==> config.mk <==
export PLATFORM = sky130hd
export DESIGN_NAME = filtered_k_combination_generator
export DESIGN_NICKNAME = d
export VERILOG_FILES = /design/src/sv/fkcg_pkg.sv /design/src/sv/fkcg_ram.sv /design/src/sv/fkcg_cell.sv /design/src/sv/filtered_k_combination_generator.sv
export SDC_FILE = /design/constraint.sdc
export NUM_CORES = 2
export LEC_CHECK = 0
export ABC_AREA = 1
export BUFFER_PORTS_ARGS = -buffer_cell sky130_fd_sc_hd__buf_2
export CAP_MARGIN = 20
export CELL_PAD_IN_SITES_DETAIL_PLACEMENT = 1
export CELL_PAD_IN_SITES_GLOBAL_PLACEMENT = 2
export CORE_ASPECT_RATIO = 2
export CORE_UTILIZATION = 43
export CTS_BUF_LIST = sky130_fd_sc_hd__clkbuf_16
export DETAILED_ROUTE_END_ITERATION = 16
export HOLD_SLACK_MARGIN = 0.1
export PLACE_DENSITY_LB_ADDON = 0.12
export RECOVER_POWER = 100
export SYNTH_ARGS = -nofsm -noshare
export SYNTH_HDL_FRONTEND = slang
export SYNTH_SLANG_ARGS = --single-unit
==> constraint.sdc <==
create_clock -name clk -period 6.3 [get_ports clk]
set_clock_uncertainty 0.05 [all_clocks]
set_input_delay 0.63 -clock clk [delete_from_list [all_inputs] [get_ports clk]]
set_output_delay 0.63 -clock clk [all_outputs]
set_load 0.1 [all_outputs]
==> src/sv/fkcg_pkg.sv <==
// ----------------------------------------------------------------------------
// fkcg_pkg: shared types and constants
// Command codes, register indexes, sequencer states and cell control bundle
// for the filtered k-combination generator.
// ----------------------------------------------------------------------------
package fkcg_pkg;

  localparam int MAX_ELEMENTS_DEF = 64;
  localparam int MAX_SUBSET_DEF   = 6;

  localparam int DATA_W      = 32;
  localparam int K_W         = 3;
  localparam int CMD_W       = 2;
  localparam int NUM_OUT     = 6;   // element slots in a result
  localparam int IN_TDATA_W  = 40;  // command + value, padded to bytes
  localparam int OUT_TDATA_W = 200; // six elements + found, padded to bytes
  localparam int CFG_IDX_W   = 2;

  typedef enum logic [CMD_W-1:0] {
    CMD_CLEAR   = 2'd0,
    CMD_APPEND  = 2'd1,
    CMD_REQUEST = 2'd2
  } cmd_t;

  typedef enum logic [CFG_IDX_W-1:0] {
    REG_SUBSET_SIZE = 2'd0,
    REG_REQUIRED    = 2'd1
  } reg_idx_t;

  typedef enum logic [2:0] {
    ST_IDLE,
    ST_FILL,
    ST_WAIT,
    ST_CHECK,
    ST_STEP,
    ST_EMIT
  } state_t;

  typedef struct packed {
    logic load_pos;    // take a new index this cycle
    logic start_zero;  // new index is 0 (first subset)
    logic self_step;   // new index is own index + 1 (pivot cell)
    logic load_val;    // capture element read from the store
  } cell_ctrl_t;

endpackage

==> src/sv/fkcg_ram.sv <==
// ----------------------------------------------------------------------------
// fkcg_ram: generic single-write, single-read RAM
// One write port, one read port with registered read data.
// ----------------------------------------------------------------------------
module fkcg_ram #(
  parameter int WIDTH = 32,
  parameter int DEPTH = 64
) (
  input  logic                     clk,
  input  logic                     wr_en,
  input  logic [$clog2(DEPTH)-1:0] wr_addr,
  input  logic [WIDTH-1:0]         wr_data,
  input  logic [$clog2(DEPTH)-1:0] rd_addr,
  output logic [WIDTH-1:0]         rd_data
);

  logic [WIDTH-1:0] mem [DEPTH];
  logic [WIDTH-1:0] rd_data_r;

  always_ff @(posedge clk) begin
    if (wr_en) begin
      mem[wr_addr] <= wr_data;
    end
    rd_data_r <= mem[rd_addr];
  end

  assign rd_data = rd_data_r;

endmodule

==> src/sv/fkcg_cell.sv <==
// ----------------------------------------------------------------------------
// fkcg_cell: one position of the current combination
// Holds a store index and the element at that index. A new index comes from
// zero, from its own index plus one, or from the left neighbor plus one.
// ----------------------------------------------------------------------------
module fkcg_cell #(
  parameter int IDX_W    = 6,
  parameter int CNT_W    = 7,
  parameter int CELL_IDX = 0
) (
  input  logic                        clk,
  input  fkcg_pkg::cell_ctrl_t        ctrl,
  input  logic [IDX_W-1:0]            prev_pos,
  input  logic [fkcg_pkg::DATA_W-1:0] rd_data,
  input  logic [CNT_W-1:0]            count,
  input  logic [fkcg_pkg::K_W-1:0]    k,
  input  logic [fkcg_pkg::DATA_W-1:0] required,
  output logic [IDX_W-1:0]            pos,
  output logic [IDX_W-1:0]            pos_nxt,
  output logic [fkcg_pkg::DATA_W-1:0] val,
  output logic                        can_step,
  output logic                        hit
);

  logic [IDX_W-1:0]            pos_r;
  logic [fkcg_pkg::DATA_W-1:0] val_r;
  logic [CNT_W-1:0]            limit;

  always_comb begin
    pos_nxt = pos_r;
    if (ctrl.load_pos) begin
      if (ctrl.start_zero) begin
        pos_nxt = '0;
      end else if (ctrl.self_step) begin
        pos_nxt = pos_r + IDX_W'(1);
      end else begin
        pos_nxt = prev_pos + IDX_W'(1);
      end
    end
  end

  always_ff @(posedge clk) begin
    pos_r <= pos_nxt;
    if (ctrl.load_val) begin
      val_r <= rd_data;
    end
  end

  // highest index this position may take: count - k + cell
  assign limit    = count - CNT_W'(k) + CNT_W'(CELL_IDX);
  assign can_step = CNT_W'(pos_r) < limit;
  assign hit      = (val_r == required);
  assign pos      = pos_r;
  assign val      = val_r;

endmodule

==> src/sv/filtered_k_combination_generator.sv <==
// ----------------------------------------------------------------------------
// filtered_k_combination_generator: k-subset enumerator with value filter
// Loads elements into a store, then steps through k-subsets on request.
// ----------------------------------------------------------------------------
// Input stream (in_*): each request carries a command and a value. Clear and
// append give no result. A request gives one result on the output stream:
// six element slots and a found flag.
// Config channel (cfg_*): index 0 is k, index 1 the required value (0 = no
// filter). Any write of a known register, a clear and an append rewind the
// enumeration. cfg_ready is always high; write only while the block is idle.
// A request on an exhausted enumeration goes straight to emitting its result.
// The first subset fills cells 0 to k - 1; each later candidate refills the
// cells from the stepping cell p up to k - 1 from the element RAM, one read
// per cycle; skipped candidates add up, so the time a request takes depends
// on the data.
// One request is worked on at a time; in_tready is high only when idle. The
// result register holds while out_tready is low, and the next request may be
// accepted and worked on meanwhile; it waits only to hand over its result.
// Reset empties the store, sets k to 2 and turns the filter off.
// ----------------------------------------------------------------------------
module filtered_k_combination_generator #(
  parameter int MAX_ELEMENTS = fkcg_pkg::MAX_ELEMENTS_DEF,
  parameter int MAX_SUBSET   = fkcg_pkg::MAX_SUBSET_DEF
) (
  input  logic                             clk,
  input  logic                             rst_n,
  // in_tdata: [1:0] command, [33:2] value, [39:34] zero
  input  logic                             in_tvalid,
  output logic                             in_tready,
  input  logic [fkcg_pkg::IN_TDATA_W-1:0]  in_tdata,
  // out_tdata: [31:0] elem_a, [63:32] elem_b, [95:64] elem_c,
  //            [127:96] elem_d, [159:128] elem_e, [191:160] elem_f,
  //            [192] found, [199:193] zero
  output logic                             out_tvalid,
  input  logic                             out_tready,
  output logic [fkcg_pkg::OUT_TDATA_W-1:0] out_tdata,
  input  logic                             cfg_valid,
  output logic                             cfg_ready,
  input  logic [fkcg_pkg::CFG_IDX_W-1:0]   cfg_index,
  input  logic [fkcg_pkg::DATA_W-1:0]      cfg_data
);

  localparam int IDX_W = $clog2(MAX_ELEMENTS);
  localparam int CNT_W = $clog2(MAX_ELEMENTS + 1);
  localparam int CW    = $clog2(MAX_SUBSET);
  localparam int DW    = fkcg_pkg::DATA_W;
  localparam int KW    = fkcg_pkg::K_W;

  fkcg_pkg::state_t state_r, state_nxt;

  logic [KW-1:0]    k_r, k_nxt;
  logic [DW-1:0]    req_r, req_nxt;
  logic [CNT_W-1:0] count_r, count_nxt;
  logic             started_r, started_nxt;
  logic             done_r, done_nxt;
  logic [KW-1:0]    cur_r, cur_nxt;
  logic             first_r, first_nxt;
  logic             zero_r, zero_nxt;
  logic             rd_pend_r, rd_pend_nxt;
  logic [CW-1:0]    rd_cell_r, rd_cell_nxt;
  logic             found_r, found_nxt;
  logic             out_valid_r, out_valid_nxt;
  logic             out_found_r, out_found_nxt;
  logic [DW-1:0]    out_elem_r [fkcg_pkg::NUM_OUT];
  logic             out_load;

  fkcg_pkg::cmd_t   cmd;
  logic [DW-1:0]    in_value;
  logic             in_fire;
  logic             cfg_fire;

  logic             ram_we;
  logic [IDX_W-1:0] ram_rd_addr;
  logic [DW-1:0]    ram_rd_data;

  fkcg_pkg::cell_ctrl_t ctrl_w [MAX_SUBSET];
  logic [IDX_W-1:0] pos_w     [MAX_SUBSET];
  logic [IDX_W-1:0] pos_nxt_w [MAX_SUBSET];
  logic [DW-1:0]    val_w     [MAX_SUBSET];
  logic [MAX_SUBSET-1:0] can_w;
  logic [MAX_SUBSET-1:0] hit_w;
  logic [MAX_SUBSET-1:0] kmask;
  logic [DW-1:0]    slot_w    [fkcg_pkg::NUM_OUT];

  logic             match;
  logic             pivot_ok;
  logic [CW-1:0]    pivot;
  logic             bad_k;

  assign cmd       = fkcg_pkg::cmd_t'(in_tdata[fkcg_pkg::CMD_W-1:0]);
  assign in_value  = in_tdata[fkcg_pkg::CMD_W +: DW];
  assign in_tready = (state_r == fkcg_pkg::ST_IDLE);
  assign in_fire   = in_tvalid && in_tready;
  assign cfg_ready = 1'b1;
  assign cfg_fire  = cfg_valid && cfg_ready;

  assign ram_we = in_fire && (cmd == fkcg_pkg::CMD_APPEND) &&
                  (count_r < CNT_W'(MAX_ELEMENTS));

  fkcg_ram #(
    .WIDTH (DW),
    .DEPTH (MAX_ELEMENTS)
  ) u_store (
    .clk     (clk),
    .wr_en   (ram_we),
    .wr_addr (count_r[IDX_W-1:0]),
    .wr_data (in_value),
    .rd_addr (ram_rd_addr),
    .rd_data (ram_rd_data)
  );

  // cell control: the cell under the fill pointer takes a new index,
  // the cell whose read was issued last cycle takes its element
  always_comb begin
    for (int i = 0; i < MAX_SUBSET; i++) begin
      ctrl_w[i] = '0;
      kmask[i]  = (KW'(i) < k_r);
      if ((state_r == fkcg_pkg::ST_FILL) && (cur_r[CW-1:0] == CW'(i))) begin
        ctrl_w[i].load_pos   = 1'b1;
        ctrl_w[i].start_zero = first_r && zero_r;
        ctrl_w[i].self_step  = first_r && !zero_r;
      end
      if (rd_pend_r && (rd_cell_r == CW'(i))) begin
        ctrl_w[i].load_val = 1'b1;
      end
    end
  end

  for (genvar g = 0; g < MAX_SUBSET; g++) begin : g_cell
    logic [IDX_W-1:0] prev;
    if (g == 0) begin : g_first
      assign prev = '0;
    end else begin : g_rest
      assign prev = pos_w[g-1];
    end

    fkcg_cell #(
      .IDX_W    (IDX_W),
      .CNT_W    (CNT_W),
      .CELL_IDX (g)
    ) u_cell (
      .clk      (clk),
      .ctrl     (ctrl_w[g]),
      .prev_pos (prev),
      .rd_data  (ram_rd_data),
      .count    (count_r),
      .k        (k_r),
      .required (req_r),
      .pos      (pos_w[g]),
      .pos_nxt  (pos_nxt_w[g]),
      .val      (val_w[g]),
      .can_step (can_w[g]),
      .hit      (hit_w[g])
    );
  end

  assign ram_rd_addr = pos_nxt_w[cur_r[CW-1:0]];

  assign match = (req_r == '0) || (|(hit_w & kmask));

  // rightmost cell below k that can still move
  always_comb begin
    pivot_ok = 1'b0;
    pivot    = '0;
    for (int i = 0; i < MAX_SUBSET; i++) begin
      if (kmask[i] && can_w[i]) begin
        pivot_ok = 1'b1;
        pivot    = CW'(i);
      end
    end
  end

  assign bad_k = (k_r < KW'(2)) || (k_r > KW'(MAX_SUBSET)) ||
                 (CNT_W'(k_r) > count_r);

  always_comb begin
    state_nxt     = state_r;
    k_nxt         = k_r;
    req_nxt       = req_r;
    count_nxt     = count_r;
    started_nxt   = started_r;
    done_nxt      = done_r;
    cur_nxt       = cur_r;
    first_nxt     = first_r;
    zero_nxt      = zero_r;
    rd_pend_nxt   = 1'b0;
    rd_cell_nxt   = rd_cell_r;
    found_nxt     = found_r;
    out_valid_nxt = out_valid_r && !out_tready;
    out_found_nxt = out_found_r;
    out_load      = 1'b0;

    if (cfg_fire) begin
      unique case (cfg_index)
        fkcg_pkg::REG_SUBSET_SIZE: begin
          k_nxt       = cfg_data[KW-1:0];
          started_nxt = 1'b0;
          done_nxt    = 1'b0;
        end
        fkcg_pkg::REG_REQUIRED: begin
          req_nxt     = cfg_data;
          started_nxt = 1'b0;
          done_nxt    = 1'b0;
        end
        default: begin
        end
      endcase
    end

    unique case (state_r)
      fkcg_pkg::ST_IDLE: begin
        if (in_fire) begin
          unique case (cmd)
            fkcg_pkg::CMD_CLEAR: begin
              count_nxt   = '0;
              started_nxt = 1'b0;
              done_nxt    = 1'b0;
            end
            fkcg_pkg::CMD_APPEND: begin
              if (ram_we) begin
                count_nxt = count_r + CNT_W'(1);
              end
              started_nxt = 1'b0;
              done_nxt    = 1'b0;
            end
            fkcg_pkg::CMD_REQUEST: begin
              if (done_r) begin
                found_nxt = 1'b0;
                state_nxt = fkcg_pkg::ST_EMIT;
              end else if (bad_k) begin
                done_nxt  = 1'b1;
                found_nxt = 1'b0;
                state_nxt = fkcg_pkg::ST_EMIT;
              end else if (!started_r) begin
                started_nxt = 1'b1;
                cur_nxt     = '0;
                first_nxt   = 1'b1;
                zero_nxt    = 1'b1;
                state_nxt   = fkcg_pkg::ST_FILL;
              end else begin
                state_nxt = fkcg_pkg::ST_STEP;
              end
            end
            default: begin
            end
          endcase
        end
      end

      fkcg_pkg::ST_FILL: begin
        rd_pend_nxt = 1'b1;
        rd_cell_nxt = cur_r[CW-1:0];
        first_nxt   = 1'b0;
        if (cur_r + KW'(1) == k_r) begin
          state_nxt = fkcg_pkg::ST_WAIT;
        end else begin
          cur_nxt = cur_r + KW'(1);
        end
      end

      fkcg_pkg::ST_WAIT: begin
        state_nxt = fkcg_pkg::ST_CHECK;
      end

      fkcg_pkg::ST_CHECK: begin
        if (match) begin
          found_nxt = 1'b1;
          state_nxt = fkcg_pkg::ST_EMIT;
        end else begin
          state_nxt = fkcg_pkg::ST_STEP;
        end
      end

      fkcg_pkg::ST_STEP: begin
        if (pivot_ok) begin
          cur_nxt   = KW'(pivot);
          first_nxt = 1'b1;
          zero_nxt  = 1'b0;
          state_nxt = fkcg_pkg::ST_FILL;
        end else begin
          done_nxt  = 1'b1;
          found_nxt = 1'b0;
          state_nxt = fkcg_pkg::ST_EMIT;
        end
      end

      fkcg_pkg::ST_EMIT: begin
        if (!out_valid_r || out_tready) begin
          out_load      = 1'b1;
          out_valid_nxt = 1'b1;
          out_found_nxt = found_r;
          state_nxt     = fkcg_pkg::ST_IDLE;
        end
      end

      default: begin
        state_nxt = fkcg_pkg::ST_IDLE;
      end
    endcase
  end

  for (genvar j = 0; j < fkcg_pkg::NUM_OUT; j++) begin : g_slot
    if (j < MAX_SUBSET) begin : g_used
      assign slot_w[j] = (found_r && kmask[j]) ? val_w[j] : '0;
    end else begin : g_unused
      assign slot_w[j] = '0;
    end
  end

  always_ff @(posedge clk) begin
    if (!rst_n) begin
      state_r     <= fkcg_pkg::ST_IDLE;
      k_r         <= KW'(2);
      req_r       <= '0;
      count_r     <= '0;
      started_r   <= 1'b0;
      done_r      <= 1'b0;
      cur_r       <= '0;
      first_r     <= 1'b0;
      zero_r      <= 1'b0;
      rd_pend_r   <= 1'b0;
      rd_cell_r   <= '0;
      found_r     <= 1'b0;
      out_valid_r <= 1'b0;
      out_found_r <= 1'b0;
    end else begin
      state_r     <= state_nxt;
      k_r         <= k_nxt;
      req_r       <= req_nxt;
      count_r     <= count_nxt;
      started_r   <= started_nxt;
      done_r      <= done_nxt;
      cur_r       <= cur_nxt;
      first_r     <= first_nxt;
      zero_r      <= zero_nxt;
      rd_pend_r   <= rd_pend_nxt;
      rd_cell_r   <= rd_cell_nxt;
      found_r     <= found_nxt;
      out_valid_r <= out_valid_nxt;
      out_found_r <= out_found_nxt;
    end
  end

  always_ff @(posedge clk) begin
    if (out_load) begin
      for (int j = 0; j < fkcg_pkg::NUM_OUT; j++) begin
        out_elem_r[j] <= slot_w[j];
      end
    end
  end

  assign out_tvalid = out_valid_r;

  always_comb begin
    out_tdata = '0;
    for (int j = 0; j < fkcg_pkg::NUM_OUT; j++) begin
      out_tdata[j*DW +: DW] = out_elem_r[j];
    end
    out_tdata[fkcg_pkg::NUM_OUT*DW] = out_found_r;
  end

endmodule
Word level (Yosys, flattened, before mapping)
Memories as Yosys holds them, arrays and structs flattened. A register that Yosys moved wholly into a read port is not among the register bits. Index checks and enable logic that the tools add are counted. Widths: inputs -> output; s select.

Latch bits: 0. Bits in read-only memories: 0. Register bits after elaboration: 287. Memory bits (writable): 2240. Output and inout bits: 203. Input port bits: 79. Memories: 2.

Shifts and indexed selects: 0. $add $sub $neg: 14. Multipliers: 0. Magnitude comparators: 17. Eq/ne operators: 38. Muxes and demuxes: 111. Divide/modulo/power cells: 0. Bitwise gates (word level): 2. Reductions and logical operators: 59.

Memory list: u_store.mem (words 64, bits a word 32, read ports 1, clocked after memory_dff 1, write ports 1, line fkcg_ram.sv:17) `logic [WIDTH-1:0] mem [DEPTH];`; out_elem_r (words 6, bits a word 32, read ports 6, clocked after memory_dff 0, write ports 6, line filtered_k_combination_generator.sv:64) `logic [DW-1:0] out_elem_r [fkcg_pkg::NUM_OUT];`.

Operator list (count): $eq 32x32->1 (6); $mux 32 (6); $mux 6 (20); $mux 3 (25); $mux 1 (49); $lt 6x7->1 (6); $add 6x1->6 const B (6); $logic_not 32->1 (1); $logic_and 1x1->1 (30); $bmux 6 s3 (1); $eq 3x2->1 const B (6); $eq 3x3->1 const B (6); $ne 2x2->1 const B (9); $pmux 3 s6 (1); $add 7x1->7 const B (2); $add 7x2->7 const B (2); $add 7x3->7 const B (2); $pmux 7 s2 (1); $reduce_and 7->1 (2); $eq 3x1->1 const B (3); $logic_not 3->1 (3); $pmux 3 s3 (1); $pmux 1 s2 (4); $reduce_and 4->1 (2); other kinds (29) (47).

Logic depth before layout (Yosys ltp)
Depth in word-level cells: 11. Mapped depth: 27. Gate-level depth less buffers: 27.

Modules after synthesis
A second synthesis with hierarchy kept.

Cells, all modules: 9335. Area total of the unflattened synthesis: 106608.5 um2.

By module, submodules not included: fkcg_ram (cells each 6779, area each 82724.3 um2, seq. area each 62139.6 um2, times used 1); filtered_k_combination_generator (cells each 1129, area each 10715.3 um2, seq. area each 6946.7 um2, times used 1); fkcg_cell at g_cell[4].u_cell (cells each 240, area each 2217.1 um2, seq. area each 1081.0 um2, times used 1); fkcg_cell at g_cell[5].u_cell (cells each 242, area each 2214.6 um2, seq. area each 1081.0 um2, times used 1); fkcg_cell at g_cell[1].u_cell (cells each 241, area each 2208.4 um2, seq. area each 1081.0 um2, times used 1); fkcg_cell at g_cell[3].u_cell (cells each 239, area each 2204.6 um2, seq. area each 1081.0 um2, times used 1); fkcg_cell at g_cell[2].u_cell (cells each 236, area each 2203.4 um2, seq. area each 1081.0 um2, times used 1); fkcg_cell at g_cell[0].u_cell (cells each 229, area each 2120.8 um2, seq. area each 1081.0 um2, times used 1).

Worst setup path after synthesis
OpenSTA, ideal clock, no wires.

Path kind: register -> register. From: register out_valid_r (netlist: out_tvalid). To: register out_found_r. Data required time: 6.116 ns. Period minus slack after synthesis: 5.383 ns. Setup time: 0.134 ns. Stages on the path, launching flop included: 6. Arrival: 5.199 ns. Buffers on the path: 0. Path slack: 0.917 ns. Cells stage by stage: dfxtp_1 nand2_1 nand3_1 inv_1 o21ai_0 a21oi_1.

Cells in the longest elaborated chain, start to end: 3.

Ends and longest elaborated chain: start: declaration (line filtered_k_combination_generator.sv:62) `logic out_valid_r, out_valid_nxt;`; start signal: assignment (line filtered_k_combination_generator.sv:339) `out_valid_r <= out_valid_nxt;`; $logic_not 1->1 (line filtered_k_combination_generator.sv:288) `if (!out_valid_r || out_tready) begin`; $logic_or 1x1->1 (line filtered_k_combination_generator.sv:288); $reduce_and 2->1 (no line); end signal: assignment (line filtered_k_combination_generator.sv:340) `out_found_r <= out_found_nxt;`; end: declaration (line filtered_k_combination_generator.sv:63) `logic out_found_r, out_found_nxt;`.

No other way between the ends. A chain may end at the register's enable or synchronous reset.

Final worst setup path
From: register cur_r[2]. To: register u_store.rd_data_r[7] (netlist: u_store.rd_data[7]), read port of u_store.mem.

Cells in the longest elaborated chain, start to end: 9. Elaborated cells on any way between the ends: 40. Classes of those cells: 5 x eq/ne; 27 x mux; 1 x bitwise; 7 x reduce/logical.

Ends and longest elaborated chain: start: declaration (line filtered_k_combination_generator.sv:56) `logic [KW-1:0] cur_r, cur_nxt;`; start signal: assignment (line filtered_k_combination_generator.sv:333) `cur_r <= cur_nxt;`; $eq 3x2->1 * (line filtered_k_combination_generator.sv:118) `if ((state_r == fkcg_pkg::ST_FILL) && (cur_r[CW-1:0] == CW'(i))) begin`; $logic_and 1x1->1 * (line filtered_k_combination_generator.sv:118); $mux 3 * (line filtered_k_combination_generator.sv:118); $mux 6 (line fkcg_cell.sv:34) `end else if (ctrl.self_step) begin`; $mux 6 (line fkcg_cell.sv:32) `if (ctrl.start_zero) begin`; $mux 6 * (line fkcg_cell.sv:31) `if (ctrl.load_pos) begin`; net g_cell[3].u_cell.pos_nxt[1] (line fkcg_cell.sv:19) `output logic [IDX_W-1:0] pos_nxt,`; $bmux 6 s3 * (line filtered_k_combination_generator.sv:157) `assign ram_rd_addr = pos_nxt_w[cur_r[CW-1:0]];`; $mux 6 (implied by the code) * (2 in series) (line filtered_k_combination_generator.sv:157); end: declaration (line fkcg_ram.sv:18) `logic [WIDTH-1:0] rd_data_r;`.

Mark *: on every way through the listed nets, which the timed path passes. The rest lies on a longest branch. The select of a mux whose other input is x is not followed.

==> out/qor.txt <==
CP cell instances - inv_1 -> clkbuf_1 -> ha_1 -> nand3_1 -> nor2_1 -> nand2_1 -> nand2_1 -> nand2_1 -> nand3_1 -> nand2_1 -> nand2_1 -> nand2_8 -> buf_12 -> buf_12 -> nand3_1 -> nand3_1 -> nand3_1 -> nand3_1 -> nand3_1 -> nand2_1
antenna violations before repair - 16
crit-path max FO - 57
DRT iter0 DRCs - 5236
Final HPWL DP - 240000 um
layout cells sized above 1 - 0.0650
antenna viol nets, final - 0
max-slew violation count - 2996
LEAKAGE - 49.1 nW
Hold WC Path Type - primary input to flip-flop
RSZ-0062 raised after global routing - false
port bufs - 267
final hold slack - 0.159 ns
critical path's top delay family - simple AND/OR/NAND/NOR gates
most frequent cells in the layout - edfxtp_1, nand3_1, nand2_1
Skew-Pair Late Insertion Delay - 0.92 ns
critical path's largest stage delay - 0.78 ns
fin crit period - 5.40 ns
top achievable clock speed - 185 MHz
H-tree depth - 4
Synthesis Warnings - 0
CTS tree - done
routed len/inst - 26.3 um
Place WS - 1.44 ns
max cap viols - 80
CP Data Required Time - 6.98 ns
DRT Pass-1 Iters - 9
drt via density - 5.51
final wirelength - 371000 um
Slew @ Worst Pin - 3.45 ns
Die Wd - 364 um
Final Net Count - 10585
sequential-to-total area share from yosys stat - 0.672
Hold Violations, Final - 0
Synth Instances - 10203
distinct cell type count after synthesis - 50
total CTS buffers - 237
first-pass GRT wire length - 543000 um
Site Rows - 265
post-route insts no fill - 14114
failing checks - capacitance limit, slew limit
final setup fails - 0
PnR worst setup slack - 0.900 ns
routability cong. - 0.891
full die area - 0.264 mm^2
most frequent cell on the critical path - nand3_1
Power Density - 585 mW/mm^2
CTS root buf - clkbuf_16
#FFs+latches synth - 2559
worst vdd rail ir drop - 601 uV
Setup TNS Final - 0 ns
All-Layer GR Usage - 0.279
io pins - 282
main combinational cell family by area after synthesis - simple AND/OR/NAND/NOR gates
CP bufs+invs - 4
Remaining DRCs - 0
Slowest cell on crit path - clkbuf_1
Post-Synth Simple-Gate Area - 0.224
CTS clk-pin slew, worst paths - 0.07 ns
vias - 77776
post-synthesis cell area - 0.112 mm^2
Synth Area in XOR/XNOR - 0.0105
P&R area growth vs syn - 12.4%
largest net degree at the start of global routing - 139
Max Buffers Root-to-Sink - 4
Congestion Overflow GR - 0
Filler Cells Inserted - 27701
critical path launch point type - flip-flop
number of global-route vias before repair - 82638
die height - 725 um
final core occ - 0.485
post-synthesis compound-gate area fraction - 0.0110
syn avg cell area - 11.0 um^2
critical path class - flip-flop to flip-flop
most common cell after layout, fill and taps aside - edfxtp_1
Arr. time, crit path - 6.08 ns
Worst setup EP type - flip-flop
core area - 0.260 mm^2
Adder-Cell Fraction of Synth Area - 0.00574
Max-slew headroom - -1.30
status - complete, but fails checks
final worst-path cycle share - 0.857
PostCTS Resize Cnt - 0
dpl cells - 13617
Initial Util - 0.432
CTS sink cnt - 2559
post-synthesis mux area share - 0.0000891
## metal layers
metal,vias up,track usage,share of wire
li1,35303,-,-
met1,39848,0.300,0.36
met2,1825,0.531,0.55
met3,800,0.0258,0.033
met4,0,0.146,0.060
met5,-,0,0
## state kept, by name, indices dropped and copies added, names as in the netlist, 3 cells and up
| register | cells |
|---|---|
| rd_cell_r | 3 |
| req_r | 32 |
| u_store.mem | 2048 |
| cur_r | 3 |
| state_r | 3 |
| u_store.rd_data | 32 |
| g_cell.u_cell.val | 192 |
| count_r | 7 |
| g_cell.u_cell.pos | 36 |
| out_elem_r | 192 |
| k_r | 3 |
## cell type report
type                    count  area, um^2  share of cell area
flip-flops and latches   2559       75600               0.598
multi-input cells        5524       28700               0.227
clock buffers             241        6030              0.0477
inverters                1486        5580              0.0442
repair buffers            647        4750              0.0376
well taps                3471        4340              0.0344
clock inverters           182        1350              0.0107
diodes                      4        10.0           0.0000792
## worst paths after layout
kind / from / end / slack (ns) / cells after the start
setup / recovery: cur_r[2] / u_store.rd_data[7] / 0.90 / 20
hold / removal: cfg_index[0] / k_r[0] / 0.16 / 4
setup reg to reg: cur_r[2] / u_store.rd_data[7] / 0.90 / 20
hold reg to reg: rd_cell_r[2] / rd_cell_r[2] / 0.42 / 2
## worst register-to-register path: stages (launching register included)
cell      delay, ns
dfxtp_1        0.53
inv_1          0.13
clkbuf_1       0.78
ha_1           0.32
nand3_1        0.25
nor2_1         0.41
nand2_1        0.09
nand2_1        0.09
nand2_1        0.08
nand3_1        0.20
nand2_1        0.09
nand2_1        0.15
nand2_8        0.42
buf_12         0.53
buf_12         0.22
nand3_1        0.27
nand3_1        0.17
nand3_1        0.18
nand3_1        0.10
nand3_1        0.10
nand2_1        0.12
## cells by family after synthesis
kind of cell / after synthesis
compound gates: 217
xor+xnor: 135
fa+ha+maj: 51
buf+inv: 2126
flops: 2559
mux: 1
other cells: 2
simple gates: 5112
## synth_stat cells (all sizes together)
| cell | instances | share of area |
|---|---|---|
| edfxtp | 2432 | 0.65 |
| nand3 | 2283 | 0.10 |
| nand2 | 1595 | 0.053 |
| inv | 1482 | 0.049 |
| nand3b | 756 | 0.050 |
| buf | 416 | 0.019 |
| nor2 | 360 | 0.012 |
| clkbuf | 224 | 0.0075 |
| dfxtp | 127 | 0.023 |
| xor2 | 82 | 0.0064 |
| o21ai | 79 | 0.0036 |
| a21oi | 76 | 0.0034 |
| nand4 | 56 | 0.0031 |
| xnor2 | 53 | 0.0041 |
| ha | 50 | 0.0056 |
| nor3 | 41 | 0.0019 |
| o22ai | 26 | 0.0014 |
| nor4 | 11 | 0.00061 |
| o211ai | 11 | 0.00073 |
| o2111ai | 9 | 0.00070 |
| or2 | 6 | 0.00033 |
| clkinv | 4 | 0.00013 |
| and2 | 3 | 0.00017 |
| o21bai | 3 | 0.00020 |
| a21boi | 2 | 0.00013 |
| a221oi | 2 | 0.00016 |
| conb | 2 | 0.000067 |
| o21a | 2 | 0.00013 |
| o221ai | 2 | 0.00016 |
| a2111oi | 1 | 0.000078 |
| a211oi | 1 | 0.000067 |
| a21o | 1 | 0.000067 |
| a31oi | 1 | 0.000056 |
| fa | 1 | 0.00018 |
| mux2i | 1 | 0.000089 |
| nor3b | 1 | 0.000067 |
| o211a | 1 | 0.000089 |
## metrics by stage
stage	total power, mW	area (um^2)
finish	73.9	126000
global route	78.5	126000
CTS	74.6	127000
detailed placement	60.3	119000
global placement	59.5	119000
floorplan	44.7	112000
## repair_timing
item                                   in CTS  in global routing
hold buffers                               36                 14
endpoints found under the hold margin      35                113
buffers inserted                            0                  0
## where the power goes
part	leakage, nW	switching [mW]	total (mW)	internal [mW]
sequential	23.0	0.625	19.9	19.3
combinational	22.2	28.3	39.8	11.5
clock	3.90	6.43	14.2	7.77
total	49.1	35.3	73.9	38.6
No activity file was read; power rests on OpenSTA's default activity.
